--- src/sv/bcs_pkg.sv ---
// shared constants, types and helper functions of the bcch block scheduler
package bcs_pkg;

	// multiframe geometry
	localparam int unsigned MFRAME_LEN       = 51;
	localparam int unsigned TC_COUNT         = 8;
	localparam int unsigned NORMAL_START_POS = 1;
	localparam int unsigned EXT_START_POS    = 5;
	localparam int unsigned EXT_TARGET_POS   = 4;
	localparam int unsigned EXT_WRAP         = 55;

	// field widths
	localparam int unsigned FN_W   = 22;
	localparam int unsigned MASK_W = 8;
	localparam int unsigned GAP_W  = 9;
	localparam int unsigned POS_W  = 6;
	localparam int unsigned TC_W   = $clog2(TC_COUNT);

	// frame / 51 as (frame * DIV_RECIP) >> DIV_SHIFT, exact for any 22-bit frame
	localparam int unsigned DIV_SHIFT  = 28;
	localparam int unsigned DIV_RECIP  = (2 ** DIV_SHIFT + MFRAME_LEN - 1) / MFRAME_LEN;
	localparam int unsigned RECIP_W    = 23;
	localparam int unsigned PROD_W     = FN_W + RECIP_W;
	localparam int unsigned QUO_W      = 17;

	// configuration register indexes
	typedef enum logic {
		REG_NORMAL_MASK   = 1'b0,
		REG_EXTENDED_MASK = 1'b1
	} reg_idx_t;

	// multiframe position and tc of one frame
	typedef struct packed {
		logic [POS_W-1:0] pos;
		logic [TC_W-1:0]  tc;
	} pos_tc_t;

	// per-frame search results ahead of the gap arithmetic
	typedef struct packed {
		logic             start;
		logic             kind;
		logic             have_n;
		logic [POS_W-1:0] base_n;
		logic [TC_W-1:0]  dist_n;
		logic             have_e;
		logic [POS_W-1:0] base_e;
		logic [TC_W-1:0]  dist_e;
	} search_t;

	// multiframes from tc to the first tc whose mask bit is set (0 for an empty mask)
	function automatic logic [TC_W-1:0] tc_distance(input logic [TC_W-1:0] tc,
			input logic [MASK_W-1:0] mask);
		logic [2*MASK_W-1:0] dbl;
		logic [MASK_W-1:0]   rot;
		logic [TC_W-1:0]     d;
		dbl = {mask, mask};
		rot = dbl[tc +: MASK_W];
		d   = '0;
		for (int j = MASK_W - 1; j >= 0; j--) begin
			if (rot[j]) begin
				d = TC_W'(j);
			end
		end
		return d;
	endfunction

endpackage

--- src/sv/bcs_divmod.sv ---
// two pipeline stages splitting the frame number into multiframe position and tc
module bcs_divmod import bcs_pkg::*; (
	input  logic            clk,
	input  logic            arst_n,
	input  logic            in_valid,
	input  logic [FN_W-1:0] frame_number,
	output logic            up_ready,
	output logic            valid_s2,
	output pos_tc_t         pos_tc_s2,
	input  logic            dn_ready
);

	logic              valid_s1;
	logic [FN_W-1:0]   fn_s1;
	logic [QUO_W-1:0]  quo_s1;
	logic              rdy_s1;
	logic              rdy_s2;
	logic [PROD_W-1:0] prod;
	logic [FN_W-1:0]   quo_x51;
	logic [FN_W-1:0]   rem;

	// stage ready: a stage takes a new word when empty or when it moves on
	assign rdy_s2   = !valid_s2 || dn_ready;
	assign rdy_s1   = !valid_s1 || rdy_s2;
	assign up_ready = rdy_s1;

	// reciprocal multiply for the quotient by 51
	assign prod = PROD_W'(frame_number) * PROD_W'(DIV_RECIP);

	// stage 1 valid
	always_ff @(posedge clk or negedge arst_n) begin
		if (!arst_n) begin
			valid_s1 <= 1'b0;
		end else if (rdy_s1) begin
			valid_s1 <= in_valid;
		end
	end

	// stage 1 payload
	always_ff @(posedge clk) begin
		if (rdy_s1 && in_valid) begin
			fn_s1  <= frame_number;
			quo_s1 <= prod[DIV_SHIFT +: QUO_W];
		end
	end

	// remainder by back-multiplication, product kept at full frame width
	assign quo_x51 = FN_W'(quo_s1) * FN_W'(MFRAME_LEN);
	assign rem     = fn_s1 - quo_x51;

	// stage 2 valid
	always_ff @(posedge clk or negedge arst_n) begin
		if (!arst_n) begin
			valid_s2 <= 1'b0;
		end else if (rdy_s2) begin
			valid_s2 <= valid_s1;
		end
	end

	// stage 2 payload
	always_ff @(posedge clk) begin
		if (rdy_s2 && valid_s1) begin
			pos_tc_s2.pos <= rem[POS_W-1:0];
			pos_tc_s2.tc  <= quo_s1[TC_W-1:0];
		end
	end

endmodule

--- src/sv/bcs_search.sv ---
// occasion search stage and gap selection stage feeding the output word
module bcs_search import bcs_pkg::*; (
	input  logic              clk,
	input  logic              arst_n,
	input  logic              valid_s2,
	input  pos_tc_t           pos_tc_s2,
	output logic              up_ready,
	input  logic [MASK_W-1:0] normal_mask,
	input  logic [MASK_W-1:0] extended_mask,
	output logic              valid_s4,
	output logic              start_s4,
	output logic              kind_s4,
	output logic [GAP_W-1:0]  gap_s4,
	output logic              gap_valid_s4,
	input  logic              dn_ready
);

	logic              valid_s3;
	search_t           srch_s3;
	search_t           srch;
	logic              rdy_s3;
	logic              rdy_s4;
	logic [TC_W-1:0]   tcbit_idx;
	logic [TC_W-1:0]   tc_n;
	logic [TC_W-1:0]   tc_e;
	logic [GAP_W-1:0]  gap_n;
	logic [GAP_W-1:0]  gap_e;
	logic [GAP_W-1:0]  gap_sel;

	assign rdy_s4   = !valid_s4 || dn_ready;
	assign rdy_s3   = !valid_s3 || rdy_s4;
	assign up_ready = rdy_s3;
	assign tcbit_idx = pos_tc_s2.tc;

	// block start decision and per-kind base offset and tc distance
	always_comb begin
		srch = '0;
		if (pos_tc_s2.pos == POS_W'(NORMAL_START_POS) && normal_mask[tcbit_idx]) begin
			srch.start = 1'b1;
			srch.kind  = 1'b0;
		end else if (pos_tc_s2.pos == POS_W'(EXT_START_POS) && extended_mask[tcbit_idx]) begin
			srch.start = 1'b1;
			srch.kind  = 1'b1;
		end
		// normal occasion targets position 0
		if (pos_tc_s2.pos != '0) begin
			srch.base_n = POS_W'(MFRAME_LEN) - pos_tc_s2.pos;
			tc_n        = pos_tc_s2.tc + TC_W'(1);
		end else begin
			srch.base_n = '0;
			tc_n        = pos_tc_s2.tc;
		end
		// extended occasion targets position 4
		if (pos_tc_s2.pos <= POS_W'(EXT_TARGET_POS)) begin
			srch.base_e = POS_W'(EXT_TARGET_POS) - pos_tc_s2.pos;
			tc_e        = pos_tc_s2.tc;
		end else begin
			srch.base_e = POS_W'(EXT_WRAP) - pos_tc_s2.pos;
			tc_e        = pos_tc_s2.tc + TC_W'(1);
		end
		srch.have_n = normal_mask != '0;
		srch.have_e = extended_mask != '0;
		srch.dist_n = tc_distance(tc_n, normal_mask);
		srch.dist_e = tc_distance(tc_e, extended_mask);
	end

	// stage 3 valid
	always_ff @(posedge clk or negedge arst_n) begin
		if (!arst_n) begin
			valid_s3 <= 1'b0;
		end else if (rdy_s3) begin
			valid_s3 <= valid_s2;
		end
	end

	// stage 3 payload
	always_ff @(posedge clk) begin
		if (rdy_s3 && valid_s2) begin
			srch_s3 <= srch;
		end
	end

	// gaps in frames and the nearer of the two
	assign gap_n = GAP_W'(srch_s3.base_n) + GAP_W'(srch_s3.dist_n) * GAP_W'(MFRAME_LEN);
	assign gap_e = GAP_W'(srch_s3.base_e) + GAP_W'(srch_s3.dist_e) * GAP_W'(MFRAME_LEN);

	always_comb begin
		gap_sel = '0;
		if (srch_s3.have_n) begin
			gap_sel = gap_n;
		end
		if (srch_s3.have_e && (!srch_s3.have_n || gap_e < gap_n)) begin
			gap_sel = gap_e;
		end
	end

	// stage 4 valid, the output word
	always_ff @(posedge clk or negedge arst_n) begin
		if (!arst_n) begin
			valid_s4 <= 1'b0;
		end else if (rdy_s4) begin
			valid_s4 <= valid_s3;
		end
	end

	// stage 4 payload
	always_ff @(posedge clk) begin
		if (rdy_s4 && valid_s3) begin
			start_s4     <= srch_s3.start;
			kind_s4      <= srch_s3.kind;
			gap_s4       <= gap_sel;
			gap_valid_s4 <= srch_s3.have_n || srch_s3.have_e;
		end
	end

endmodule

--- src/sv/bcch_block_scheduler_unit.sv ---
// top level of the bcch block scheduler: register port, pipeline and output word
// Each frame number word yields one result word at the outputs, and a new word can be
// accepted in every cycle while no stall comes back from the output side; the word
// passes through four pipeline stages (reciprocal multiply, remainder, occasion
// search, gap add and compare). Stall from the output side backs up through the stages
// without losing or repeating a word. The two tc masks are written over the APB
// port at byte addresses 0 (normal, reset 0xff) and 4 (extended, reset 0x00)
// and must only be written while no word is in flight.
module bcch_block_scheduler_unit import bcs_pkg::*; (
	input  logic             clk,
	input  logic             arst_n,
	// input channel
	input  logic             in_valid,
	output logic             in_stall,
	input  logic [FN_W-1:0]  frame_number,
	// output channel
	output logic             out_valid,
	input  logic             out_stall,
	output logic             block_start,
	output logic             block_kind,
	output logic [GAP_W-1:0] gap_frames,
	output logic             gap_valid,
	// register port
	input  logic             psel,
	input  logic             penable,
	input  logic             pwrite,
	input  logic [2:0]       paddr,
	input  logic [31:0]      pwdata,
	output logic [31:0]      prdata,
	output logic             pready
);

	logic [MASK_W-1:0] normal_mask_q;
	logic [MASK_W-1:0] extended_mask_q;
	logic              wr_en;
	reg_idx_t          reg_idx;
	logic              dm_ready;
	logic              sr_ready;
	logic              valid_s2;
	pos_tc_t           pos_tc_s2;

	// register write and read
	assign pready  = 1'b1;
	assign wr_en   = psel && penable && pwrite;
	assign reg_idx = reg_idx_t'(paddr[2]);

	always_ff @(posedge clk or negedge arst_n) begin
		if (!arst_n) begin
			normal_mask_q   <= '1;
			extended_mask_q <= '0;
		end else if (wr_en) begin
			unique case (reg_idx)
				REG_NORMAL_MASK:   normal_mask_q   <= pwdata[MASK_W-1:0];
				REG_EXTENDED_MASK: extended_mask_q <= pwdata[MASK_W-1:0];
				default:           normal_mask_q   <= normal_mask_q;
			endcase
		end
	end

	always_comb begin
		unique case (reg_idx)
			REG_NORMAL_MASK:   prdata = 32'(normal_mask_q);
			REG_EXTENDED_MASK: prdata = 32'(extended_mask_q);
			default:           prdata = '0;
		endcase
	end

	// position and tc stages
	bcs_divmod u_divmod (
		.clk          (clk),
		.arst_n       (arst_n),
		.in_valid     (in_valid),
		.frame_number (frame_number),
		.up_ready     (dm_ready),
		.valid_s2     (valid_s2),
		.pos_tc_s2    (pos_tc_s2),
		.dn_ready     (sr_ready)
	);

	assign in_stall = !dm_ready;

	// search and gap stages
	bcs_search u_search (
		.clk           (clk),
		.arst_n        (arst_n),
		.valid_s2      (valid_s2),
		.pos_tc_s2     (pos_tc_s2),
		.up_ready      (sr_ready),
		.normal_mask   (normal_mask_q),
		.extended_mask (extended_mask_q),
		.valid_s4      (out_valid),
		.start_s4      (block_start),
		.kind_s4       (block_kind),
		.gap_s4        (gap_frames),
		.gap_valid_s4  (gap_valid),
		.dn_ready      (!out_stall)
	);

	// extended kind only comes with a block start
	a_kind_needs_start: assert property (@(posedge clk) disable iff (!arst_n)
		out_valid && block_kind |-> block_start)
		else $error("block_kind set without block_start");

	// no occasion means a zero gap
	a_gap_zero: assert property (@(posedge clk) disable iff (!arst_n)
		out_valid && !gap_valid |-> gap_frames == '0)
		else $error("gap_frames nonzero without gap_valid");

	// gap never exceeds eight multiframes
	a_gap_range: assert property (@(posedge clk) disable iff (!arst_n)
		out_valid |-> gap_frames <= GAP_W'(TC_COUNT * MFRAME_LEN - 1))
		else $error("gap_frames out of range");

	// remainder stage stays inside the multiframe
	a_pos_range: assert property (@(posedge clk) disable iff (!arst_n)
		valid_s2 |-> pos_tc_s2.pos < POS_W'(MFRAME_LEN))
		else $error("multiframe position out of range");

endmodule
--- config.mk ---
export PLATFORM = sky130hd
export DESIGN_NAME = bcch_block_scheduler_unit
export DESIGN_NICKNAME = d
export VERILOG_FILES = /design/src/sv/bcs_pkg.sv /design/src/sv/bcs_divmod.sv /design/src/sv/bcs_search.sv /design/src/sv/bcch_block_scheduler_unit.sv
export SDC_FILE = /design/constraint.sdc
export NUM_CORES = 1
export LEC_CHECK = 0
export BUFFER_PORTS_ARGS = -buffer_cell sky130_fd_sc_hd__clkbuf_2
export CAP_MARGIN = 20
export CORE_MARGIN = 10
export CORE_UTILIZATION = 50
export DETAILED_ROUTE_END_ITERATION = 10
export GPL_ROUTABILITY_DRIVEN = 0
export GPL_TIMING_DRIVEN = 0
export MAX_ROUTING_LAYER = met4
export PLACE_DENSITY = 0.79
export SETUP_SLACK_MARGIN = 0.05
export SLEW_MARGIN = 20
export SYNTH_ARGS = -nofsm -noshare
export SYNTH_HDL_FRONTEND = slang
export SYNTH_HIERARCHICAL = 1
export SYNTH_SLANG_ARGS = --single-unit
--- constraint.sdc ---
create_clock -name clk -period 4.5 [get_ports clk]
set_input_delay 0.9 -clock clk [delete_from_list [all_inputs] [get_ports clk]]
set_output_delay 0.9 -clock clk [all_outputs]
set_load 0.01 [all_outputs]
======== After elaboration in Yosys (flattened, before gate mapping) ========
Cells that the tools add are included.
word-level totals
  input bits .............................. 64
  output and inout bits ................... 47
  logic and storage cells ................. 101
  bits in registers ....................... 86
cells by class
  add/subtract/negate cells ............... 7
  reduce and logical (&&, ||, !) cells .... 31
  mux-type cells .......................... 25
  shift-type cells ........................ 2
  order comparisons ....................... 3
  bitwise gates (word level) .............. 1
  equal/unequal tests ..................... 2
  multipliers ............................. 4
operators by type and width
  operator                                                               count
  32-bit one-hot mux with 2 select lines                                 1
  22-bit by 23-bit multiplier with 45-bit output, second input constant  1
  16-bit by 4-bit variable part select with 8-bit output                 2
  3-bit two-way mux                                                      10
  6-bit by 9-bit adder with 9-bit output                                 2
  3-bit by 6-bit multiplier with 9-bit output, second input constant     2
  9-bit two-way mux                                                      2
  17-bit by 6-bit multiplier with 6-bit output, second input constant    1
  8-bit nonzero test                                                     2
  6-bit subtractor, first input constant                                 2
  2-bit two-way mux                                                      5
  1-bit logical AND                                                      9
  9-bit < comparator                                                     1
  4-bit OR reduction                                                     2
  1-bit zero test                                                        7
  1-bit binary-select mux with 3-bit select                              2
  6-bit by 1-bit == test with 1-bit output, second input constant        1
  6-bit by 3-bit == test with 1-bit output, second input constant        1
  6-bit by 3-bit <= comparator with 1-bit output, second input constant  1
  1-bit logical OR                                                       6
  6-bit two-way mux                                                      1
  6-bit nonzero test                                                     1
  3-bit by 6-bit subtractor with 6-bit output, first input constant      1
  6-bit subtractor                                                       1
  6 further kinds                                                        11

======== Longest topological paths before layout ========
Gate-level depths: netlist of run 1.
  word-level depth ........................ 10
  depth in mapped cells ................... 19
  depth with buffers taken out ............ 18

======== By module ========
The synthesis of run 1 kept the hierarchy.
modules (own cells, without submodules)
  module                     cells an instance  sequential area each (sq um)  instances  area each (sq um)
  bcs_divmod                 458                680.7                         1          4,890.9
  bcs_search                 388                1,071.0                       1          3,920.0
  bcch_block_scheduler_unit  72                 410.4                         1          939.7

======== Worst setup path after synthesis of run 1 ========
No wires, ideal clock.
  path kind ............................... input-to-reg
  from .................................... in frame_number[13]
  to ...................................... reg u_divmod.quo_s1[3] (data pin)
  stages .................................. 16
  setup slack ............................. -0.886 ns
  data required time ...................... 4.364 ns
  path buffers ............................ 0
  library setup time ...................... 0.136 ns
  data arrival time ....................... 5.250 ns
  cells stage by stage .................... ha_1 -> ha_1 -> fa_1 -> inv_1 -> fa_1 -> fa_1 -> inv_1 -> fa_1 -> fa_1 -> ha_1 -> a21oi_1 -> nand2_1 -> a2111oi_4 -> o22ai_2 -> a2111oi_2 -> nand3b_1
on the way
  longest elaborated chain between the ends .. 1
ends and longest elaborated chain
  item                                            line                             RTL
  start, declared                                 bcch_block_scheduler_unit.sv:15  input logic [FN_W-1:0] frame_number,
  22-bit by 23-bit multiplier with 45-bit output  bcs_divmod.sv:28                 assign prod = PROD_W'(frame_number) * PROD_W'(DIV_RECIP);
  via u_divmod.prod[31]                           bcs_divmod.sv:18                 logic [PROD_W-1:0] prod;
  end signal, assigned                            bcs_divmod.sv:43                 quo_s1 <= prod[DIV_SHIFT +: QUO_W];
  end, declared                                   bcs_divmod.sv:15                 logic [QUO_W-1:0] quo_s1;
The timed path passes the listed nets, and every way through them passes these cells.
A chain may end at the register's enable or synchronous reset.

======== Final worst setup path of run 1 ========
  from .................................... in frame_number[13]
  to ...................................... reg u_divmod.quo_s1[5] (data pin)
Same word-level chain as after synthesis.

==> results.ini, run 1 <==
[run_status]
status = finished with violations
violations = negative setup slack

[cts]
cts.sinks = 75
htree_levels = 3
clk_latency_ns = 0.34
cts-root-buf = clkbuf_16
hold_buffers = 0
cts_buffer_depth = 2
cts_tree = yes
cts-buffers-inserted = 9
path_clk_slew_ns = 0.06

[grt]
grt_max_degree = 23
grt-ovfl-total = 0
grt_pass1_vias = 7219
grt_pass1_wl_mm = 35.8
grt_use_total_pct = 17.4
antenna_found_initial = 0

[cells_and_area]
seq_area_um2 = 2160
n_antenna_cell = 0
n_fill_cell = 1537
final_cell_count_no_fill = 1293
multi_input_area_um2 = 7290
fin_nets = 1339
drive_above_1_share_pct = 26.5
fin_area_um2 = 11500
syn_to_final_growth_pct = 17.5

[route]
viasPerCell = 5.30
wire_per_inst_um = 16.7
drt_first_iter_violations = 335
drt-pass1-iter-count = 4
ant_nets = 0
drc = 0
vias = 6857
wl_mm = 21.6

[synth]
synth_top_area_share_pct = 23.7
synth_area_per_cell_um2 = 10.6
ys_seq_elements = 75
synth_area_leader_cell = ha_1
ys_warn_count = 6
synth_ff_type = edfxtp_1
async_flop_share_pct = 26.7
seq_area_frac_synth_pct = 22.2
syn-instance-count = 918
syn_area_um2 = 9750
synth_edf_count = 55
synthTopCellsByArea = ha_1, edfxtp_1, fa_1
synthDistinctLibCells = 77

[sta]
drv_slew = 0
worst-slew-pin-transition_ns = 1.01
fin_ws_ns = -0.559
setup_viol = 6
clock.fmax_mhz = 198
fin_hold_ws_ns = 0.423
finalHoldViolations = 0
clock_skew_ns = 0.00504
max-slew-margin-rel_pct = 32.4
fin_crit_ns = 5.06
rsz0062_at_grt = yes
post-route-period-util_pct = 112

[setup_path]
r2r_cells = 16
worstSetupStartpointType = input pin
crit_chain = clkbuf_8 -> ha_4 -> ha_4 -> fa_2 -> inv_2 -> fa_2 -> fa_2 -> inv_1 -> fa_2 -> fa_1 -> ha_4 -> a21oi_2 -> nand2_1 -> a2111oi_4 -> o22ai_4 -> a31oi_2 -> xnor2_1
critPathMaxStageDelay_ns = 0.59
crit_slowest_cell = fa_1
crit_family = adder cells
crit_fanout = 5
cp_num_buf_inv = 3
cpMostUsedCell = fa_2
crit_path_end_kind = register
worstPathRequired_ns = 4.58
crit_cells = 17
critical_path_class = in -> reg
critPathArrivalTime_ns = 5.14

[floorplan]
io_pins = 111
die_w_um = 160
initial_utilization_pct = 50.4
rows = 51
die_area_um2 = 25500
coreArea_um2 = 19300
fp.dieH_um = 160

[hold_path]
worstHoldPathCells = 0
hold_path_class = reg -> reg

[place]
place_area_um2 = 10700
dp.cells = 1264
place.port_buffers = 58
hpwl_mm = 17.4

[run]
cap_violations = 0

final timing paths:
check                                           from                 end  slack (ns)
max in group asynchronous                     arst_n    normal_mask_q[3]        3.63
min in group asynchronous                     arst_n   u_search/valid_s4        0.52
worst min-delay path            u_search/srch_s3[21]   u_search/start_s4        0.42
worst min register to register  u_search/srch_s3[21]   u_search/start_s4        0.42
worst max register to register  u_search/srch_s3[11]  u_search/gap_s4[6]        0.19
worst max-delay path                frame_number[13]  u_divmod/quo_s1[5]       -0.56
state kept, by name (all words and copies together), names as in the netlist:
| name | flops |
|---|---|
| extended_mask_q | 8 |
| normal_mask_q | 8 |
| u_divmod/fn_s1 | 6 |
| u_divmod/pos_tc_s2 | 9 |
| u_divmod/quo_s1 | 6 |
| u_divmod/valid_s1 | 1 |
| u_divmod/valid_s2 | 1 |
| u_search/gap_s4 | 9 |
| u_search/gap_valid_s4 | 1 |
| u_search/kind_s4 | 1 |
| u_search/srch_s3 | 22 |
| u_search/start_s4 | 1 |
| u_search/valid_s3 | 1 |
| u_search/valid_s4 | 1 |
metal layers:
metal / part of all wire, % / global-route usage, %
met4: 2.4 / 5.56
met5: 0 / -
met2: 54 / 31.6
met1: 41 / 19.4
met3: 3.2 / 2.08
worst register-to-register path, cell delays in order (launching register included):
cell,delay (ns)
edfxtp_1,0.42
inv_2,0.10
ha_4,0.21
fa_1,0.50
inv_1,0.07
fa_2,0.40
a21o_1,0.20
a21oi_2,0.17
o21bai_1,0.08
maj3_1,0.39
xnor2_2,0.16
ha_1,0.30
o211ai_1,0.08
o31a_1,0.29
o21ai_2,0.18
clkbuf_8,0.18
mux2_2,0.33
metrics by stage:
stage | TNS, ns | util, % | setup WS [ns]
CTS | -2.32 | 58.6 | -0.487
finish | -2.64 | 59.3 | -0.559
global placement | -6.22 | 55.3 | -1.10
global route | -3.31 | 59.3 | -0.608
detailed placement | -6.76 | 55.3 | -1.23
floorplan | -2.71 | - | -0.565
timing repair:
item	4_1_cts	5_1_grt
gates resized for setup	46	21
pin swaps	26	17
buffers inserted	7	6
setup endpoints to repair	10	15
area by class of cell:
type / count / area share [%]
repair buffers: 71 / 4.03
clock inverters: 7 / 0.655
inverters: 160 / 5.24
well taps: 265 / 2.89
clock buffers: 9 / 1.97
multi-input cells: 661 / 63.7
plain buffers: 45 / 2.69
flip-flops and latches: 75 / 18.9
synth_stat cells, types with 6 or more instances:
library cell	count
a21oi_1	32
xnor2_1	39
ha_1	185
o21ai_0	19
nor3_1	7
clkbuf_1	8
o21bai_1	6
mux2_2	33
dfstp_2	8
buf_2	7
a31oi_1	8
edfxtp_1	55
a21o_1	18
dfrtp_1	12
nand2_1	33
a211oi_1	6
nand3_1	10
nand2b_1	9
and2_1	8
mux4_2	13
nor2_1	30
mux2i_1	25
inv_1	160
buf_4	26
fa_1	67
layout by cell type (no fill, tap or decap), types with 13 or more instances in the layout:
cell type  instances
xnor2_1           38
mux4_2            13
inv_1            153
mux2i_1           25
ha_1             150
buf_4             40
nand2_1           32
mux2_2            33
conb_1            25
clkbuf_2          50
a21o_1            18
a21oi_1           25
edfxtp_1          55
nor2_1            27
o21ai_0           17
fa_1              57
ha_4              27
cell families (layout without fill, tap and decap cells):
logic type / count (synthesis) / in the layout / share of synthesized area, %
adder cells (fa/ha/maj): 253 / 253 / 37.6
buffers and inverters: 205 / 292 / 9.21
AND/OR/NAND/NOR: 141 / 141 / 7.99
AO/OA/AOI/OAI: 122 / 122 / 8.62
flip-flops: 75 / 75 / 22.2
multiplexers: 74 / 74 / 10.0
XOR/XNOR: 46 / 46 / 4.29
other: 2 / 25 / 0.0770
Power of run 1 is not shown: default switching activity piles up to over one toggle a cycle in this logic, so the estimate is an artifact.
==> inputs of run 2 (changes only) <==
Settings changed: CORE_MARGIN 10 to unset, CORE_UTILIZATION 50 to 53.
Clock period 4.5 ns to 5.3 ns, I/O delays scaled along.
==> run 2 against run 1 <==
  * Flip-flop and latch count is the same
  * Largest cell class unchanged
  * Critical path depth is the same
  * Clock-buffer cell count is the same
  * Non-clock buffer count shrank 8
  * Highest routed layer unchanged
  * Clock skew grew 0.0046 ns
  * Register-to-register slack gained 0.27 ns
  * Final area shrank 2.2%
  * Via count shrank 0.64%
  * Setup slack gained 0.62 ns
  * First-iteration DRC count shrank 26%
  * The run now ends clean
  * Worst hold slack gained 0.013 ns
  * Critical path type unchanged
  * Utilization grew 2.9 points
==> results.ini, run 2 (synthesis gave the netlist of run 1 again) <==
[run_status]
status = finished, final reports clean

[route]
wire_per_inst_um = 16.8  ; +0.51%
drc = 0  ; unchanged
drt_first_iter_violations = 249  ; -26%
ant_nets = 0  ; unchanged
drt-pass1-iter-count = 5  ; +1
viasPerCell = 5.45  ; +2.9%
vias = 6813  ; -0.64%
wl_mm = 21.0  ; -2.9%

[cts]
cts-buffers-inserted = 9  ; unchanged
cts_buffer_depth = 2  ; unchanged
path_clk_slew_ns = 0.06  ; about the same
htree_levels = 3  ; unchanged
cts_tree = yes
cts-root-buf = clkbuf_16
hold_buffers = 0  ; unchanged
cts.sinks = 75  ; unchanged
clk_latency_ns = 0.33  ; about the same

[setup_path]
crit_slowest_cell = fa_1
startpoint = frame_number[19]
cpMostUsedCell = fa_1
worstPathRequired_ns = 5.50  ; +0.92 ns
crit_family = adder cells
critical_path_class = in -> reg
critPathArrivalTime_ns = 5.44  ; +0.30 ns
reg2reg_from = u_search/srch_s3[11]
r2r_cells = 16  ; unchanged
crit_path_end = u_divmod/quo_s1[3]
crit_chain = buf_8 -> ha_4 -> ha_1 -> fa_1 -> fa_1 -> inv_1 -> fa_1 -> fa_1 -> inv_1 -> ha_1 -> ha_1 -> nor2_1 -> o21ai_1 -> a311oi_4 -> o22ai_4 -> a2111oi_4 -> nand3b_1
crit_path_end_kind = register
cp_num_buf_inv = 3  ; unchanged
crit_fanout = 6  ; +1
worstReg2RegEnd = u_search/gap_s4[7]
worstSetupStartpointType = input pin
rrSetupSlack_ns = 0.46  ; +0.27 ns
critPathMaxStageDelay_ns = 0.54  ; -0.05 ns
crit_cells = 17  ; unchanged

[sta]
post-route-period-util_pct = 98.8
fin_tns_setup_ns = 0  ; +2.64 ns
clock_skew_ns = 0.00967  ; +0.00462 ns
max-slew-margin-rel_pct = 38.0  ; +5.6 points
setup_viol = 0  ; -6
fin_crit_ns = 5.24
fin_hold_ws_ns = 0.437  ; +0.0133 ns
finalHoldViolations = 0  ; unchanged
rsz0062_at_grt = yes
drv_slew = 0  ; unchanged
clock.fmax_mhz = 191
fin_ws_ns = 0.0617  ; +0.620 ns
worst-slew-pin-transition_ns = 0.930  ; -0.0843 ns

[floorplan]
die_w_um = 138  ; -14%
rows = 49  ; -3.9%
coreArea_um2 = 18000  ; -6.8%
io_pins = 111  ; unchanged
fp.dieH_um = 138  ; -14%
initial_utilization_pct = 54.1  ; +3.7 points
die_area_um2 = 18900  ; -26%

[grt]
grt_max_degree = 23  ; unchanged
grt_pass1_vias = 7295  ; +1.1%
grt_use_total_pct = 24.3  ; +6.9 points
grt_pass1_wl_mm = 34.4  ; -4.1%
antenna_found_initial = 0  ; unchanged
grt-ovfl-total = 0  ; unchanged

[run]
cap_violations = 0  ; unchanged

[cells_and_area]
top_regs = u_search/srch_s3 (22), u_divmod/pos_tc_s2 (9), u_search/gap_s4 (9)
final_cell_count_no_fill = 1249  ; -3.4%
layout_commonest_cell = ha_1
drive_above_1_share_pct = 23.1  ; -3.3 points
n_antenna_cell = 0  ; unchanged
syn_to_final_growth_pct = 14.9
largest_register_ffs = 22  ; unchanged
mostFrequentLayoutCells = ha_1, inv_1, fa_1, edfxtp_1, clkbuf_2
largest_register = u_search/srch_s3
n_fill_cell = 1387  ; -9.8%
fin_nets = 1331  ; -0.60%

[hold_path]
hold_path_class = reg -> reg
hp-start = u_search/srch_s3[21]

[place]
pre_cts_slack_ns = -0.558  ; +0.672 ns
place.port_buffers = 58  ; unchanged
dp.cells = 1228  ; -2.8%
hpwl_mm = 16.9  ; -2.7%

[run 2: layout make-up]
| type | instances | area [um2] | area share [%] |
|---|---|---|---|
| Tap cell | 229 | 287 | 2.56 |
| Buffer | 45 | 298 | 2.66 |
| Inverter | 160 | 601 | 5.36 |
| Clock inverter | 7 | 100 | 0.894 |
| Clock buffer | 9 | 225 | 2.01 |
| Timing Repair Buffer | 63 | 369 | 3.30 |
| Sequential cell | 75 | 2160 | 19.3 |
| Multi-Input combinational cell | 661 | 7160 | 63.9 |
[run 2: worst min-delay path by stage]
stage	to	slack [ns]	cells after the start
floorplan	u_search/kind_s4	0.40	0
global placement	u_search/kind_s4	0.41	0
detailed placement	u_search/kind_s4	0.43	0
CTS	u_search/kind_s4	0.44	0
global route	u_search/kind_s4	0.45	0
finish	u_search/start_s4	0.44	0
[run 2: through the flow]
stage | area (um2) | utilization [%]
finish | 11200 | 62.1
global route | 11200 | 62.1
CTS | 11100 | 61.4
detailed placement | 10600 | 58.5
global placement | 10600 | 58.5
floorplan | 9980 | -
[run 2: repair_timing]
| item | 4_1_cts | 5_1_grt |
|---|---|---|
| pin swaps | 15 | 18 |
| endpoints found under the setup margin | 5 | 8 |
| resized for setup | 25 | 35 |
| setup buffers | 2 | 3 |
[run 2: layer usage]
metal	wire length [um]	part of all wire, %	global-route usage (%)
met1	8380	40	27.0
met2	11000	52	42.7
met3	712	3.4	2.72
met4	907	4.3	12.6
met5	0	0	-
Power of run 2 is left out for the same reason.
==> inputs of run 3 (changes only) <==
Settings changed: CORE_MARGIN set to 5, PLACE_DENSITY 0.79 to 0.73.
==> run 3 against run 2 <==
  * Utilization fell by 0.12 points
  * Sequential share of layout area barely moved
  * Highest routed layer unchanged
  * Flip-flop and latch count did not move
  * Final area shrank 0.19%
  * Register-to-register slack improved by 0.05 ns
  * Critical endpoint unchanged
  * Clock-buffer cell count rose by 1
  * The run now ends with negative setup slack left
  * Via count hardly changed
  * Setup slack got worse by 0.064 ns
  * Critical path depth unchanged
  * Wire length down 0.56%
  * Non-clock buffer count up 1
==> results.ini, run 3 (synthesis gave the netlist of run 1 again) <==
[grt]
grt_pass1_wl_mm = 34.0  ; -1.2%
grt_use_total_pct = 20.0  ; -4.3 points
grt_pass1_vias = 6995  ; -4.1%
antenna_found_initial = 0  ; unchanged
grt_max_degree = 23  ; unchanged
grt-ovfl-total = 0  ; unchanged

[cells_and_area]
syn_to_final_growth_pct = 14.6
final_cell_count_no_fill = 1250  ; +0.080%
largest_register = u_search/srch_s3
layout_commonest_cell = ha_1
top_regs = u_search/srch_s3 (22), u_divmod/pos_tc_s2 (9), u_search/gap_s4 (9)
fin_area_um2 = 11200  ; -0.19%
final_util_pct = 62.0  ; -0.12 points
n_fill_cell = 1456  ; +5.0%
largest_register_ffs = 22  ; unchanged
drive_above_1_share_pct = 23.4  ; +0.27 points
n_antenna_cell = 0  ; unchanged
fin_nets = 1332  ; +0.075%
mostFrequentLayoutCells = ha_1, inv_1, fa_1, edfxtp_1, clkbuf_2

[floorplan]
die_w_um = 146  ; +5.8%
coreArea_um2 = 18000  ; unchanged
fp.dieH_um = 146  ; +5.8%
die_area_um2 = 21200  ; +12%
initial_utilization_pct = 54.1  ; unchanged
io_pins = 111  ; unchanged
rows = 49  ; unchanged

[sta]
fin_crit_ns = 5.30  ; +0.0636 ns
rsz0062_at_grt = yes
setup_viol = 1  ; +1
clock_skew_ns = 0.00552  ; -0.00415 ns
clock.fmax_mhz = 189  ; -1.2%
post-route-period-util_pct = 100  ; +1.2 points
fin_ws_ns = -0.00187  ; -0.0636 ns
max-slew-margin-rel_pct = 36.0  ; -2.0 points
fin_tns_setup_ns = -0.00187  ; -0.00187 ns
finalHoldViolations = 0  ; unchanged
worst-slew-pin-transition_ns = 0.961  ; +0.0307 ns
drv_slew = 0  ; unchanged

[setup_path]
worstReg2RegEnd = u_search/gap_s4[7]
startpoint = frame_number[3]
crit_path_end_kind = register
rrSetupSlack_ns = 0.51  ; +0.05 ns
critical_path_class = in -> reg
r2r_cells = 16  ; unchanged
reg2reg_from = u_search/srch_s3[11]
critPathArrivalTime_ns = 5.50  ; +0.06 ns
worstSetupStartpointType = input pin
crit_fanout = 6  ; unchanged
worstPathRequired_ns = 5.50  ; about the same
crit_path_end = u_divmod/quo_s1[3]

[cts]
cts-root-buf = clkbuf_16
hold_buffers = 0  ; unchanged
path_clk_slew_ns = 0.06  ; about the same
cts_tree = yes
clk_latency_ns = 0.34  ; about the same
cts_buffer_depth = 2  ; unchanged
cts-buffers-inserted = 9  ; unchanged
cts.sinks = 75  ; unchanged
htree_levels = 3  ; unchanged

[place]
hpwl_mm = 17.3  ; +2.1%
place_area_um2 = 10600  ; unchanged
place.port_buffers = 58  ; unchanged
dp.cells = 1228  ; unchanged

[run_status]
violations = negative setup slack
status = finished with violations

[run]
cap_violations = 0  ; unchanged

[route]
vias = 6817  ; +0.059%
ant_nets = 0  ; unchanged
wire_per_inst_um = 16.7  ; -0.64%
wl_mm = 20.9  ; -0.56%
drt-pass1-iter-count = 5  ; unchanged
drt_first_iter_violations = 385  ; +55%
viasPerCell = 5.45  ; about the same
drc = 0  ; unchanged

[hold_path]
hold_path_class = reg -> reg

[run 3: layout make-up]
type	count	area (um2)	share of cell area, %
plain buffers	45	298	2.66
clock buffers	10	229	2.05
clock inverters	6	90.1	0.806
inverters	160	601	5.37
multi-input cells	661	7130	63.8
flip-flops and latches	75	2160	19.3
well taps	229	287	2.56
repair buffers	64	382	3.41
[run 3: what timing repair did]
item                       in CTS  in global routing
pin swaps                      16                 21
setup buffers                   1                  5
resized for setup              26                 24
setup endpoints to repair       5                  8
[run 3: worst max-delay path, stage by stage]
cell and delay [ns]:
buf_2 0.14, ha_4 0.17, ha_4 0.24, ha_4 0.17, fa_1 0.55, inv_1 0.06, fa_1 0.54, inv_2 0.05
fa_1 0.56, fa_1 0.46, ha_4 0.25, a21oi_4 0.18, nor2_4 0.06, a2111oi_4 0.35, o22ai_4 0.17, a2111oi_4 0.31
nand3b_1 0.15
[run 3: worst min-delay path by stage]
stage / from / slack [ns] / to / cells past startpoint
6_report: u_search/srch_s3[21] / 0.42 / u_search/start_s4 / 0
5_1_grt: u_search/srch_s3[20] / 0.42 / u_search/kind_s4 / 0
4_1_cts: u_search/srch_s3[20] / 0.42 / u_search/kind_s4 / 0
3_5_place_dp: u_search/srch_s3[20] / 0.40 / u_search/kind_s4 / 0
3_3_place_gp: u_search/srch_s3[20] / 0.40 / u_search/kind_s4 / 0
2_1_floorplan: u_search/srch_s3[20] / 0.40 / u_search/kind_s4 / 0
[run 3: stage by stage]
| step | setup WS, ns | hold WS [ns] |
|---|---|---|
| global route | -0.0896 | 0.421 |
| global placement | -0.476 | 0.403 |
| floorplan | 0.0581 | 0.400 |
| finish | -0.00187 | 0.417 |
| detailed placement | -0.580 | 0.405 |
| CTS | -0.0316 | 0.418 |
[run 3: metal layers]
layer	routed length, um	vias to the layer above	track usage [%]
met1	8710	3329	23.9
met3	556	24	2.30
met2	11200	129	35.8
li1	-	3335	-
met4	371	0	5.13
met5	0	-	-
Power of run 3 is left out for the same reason.
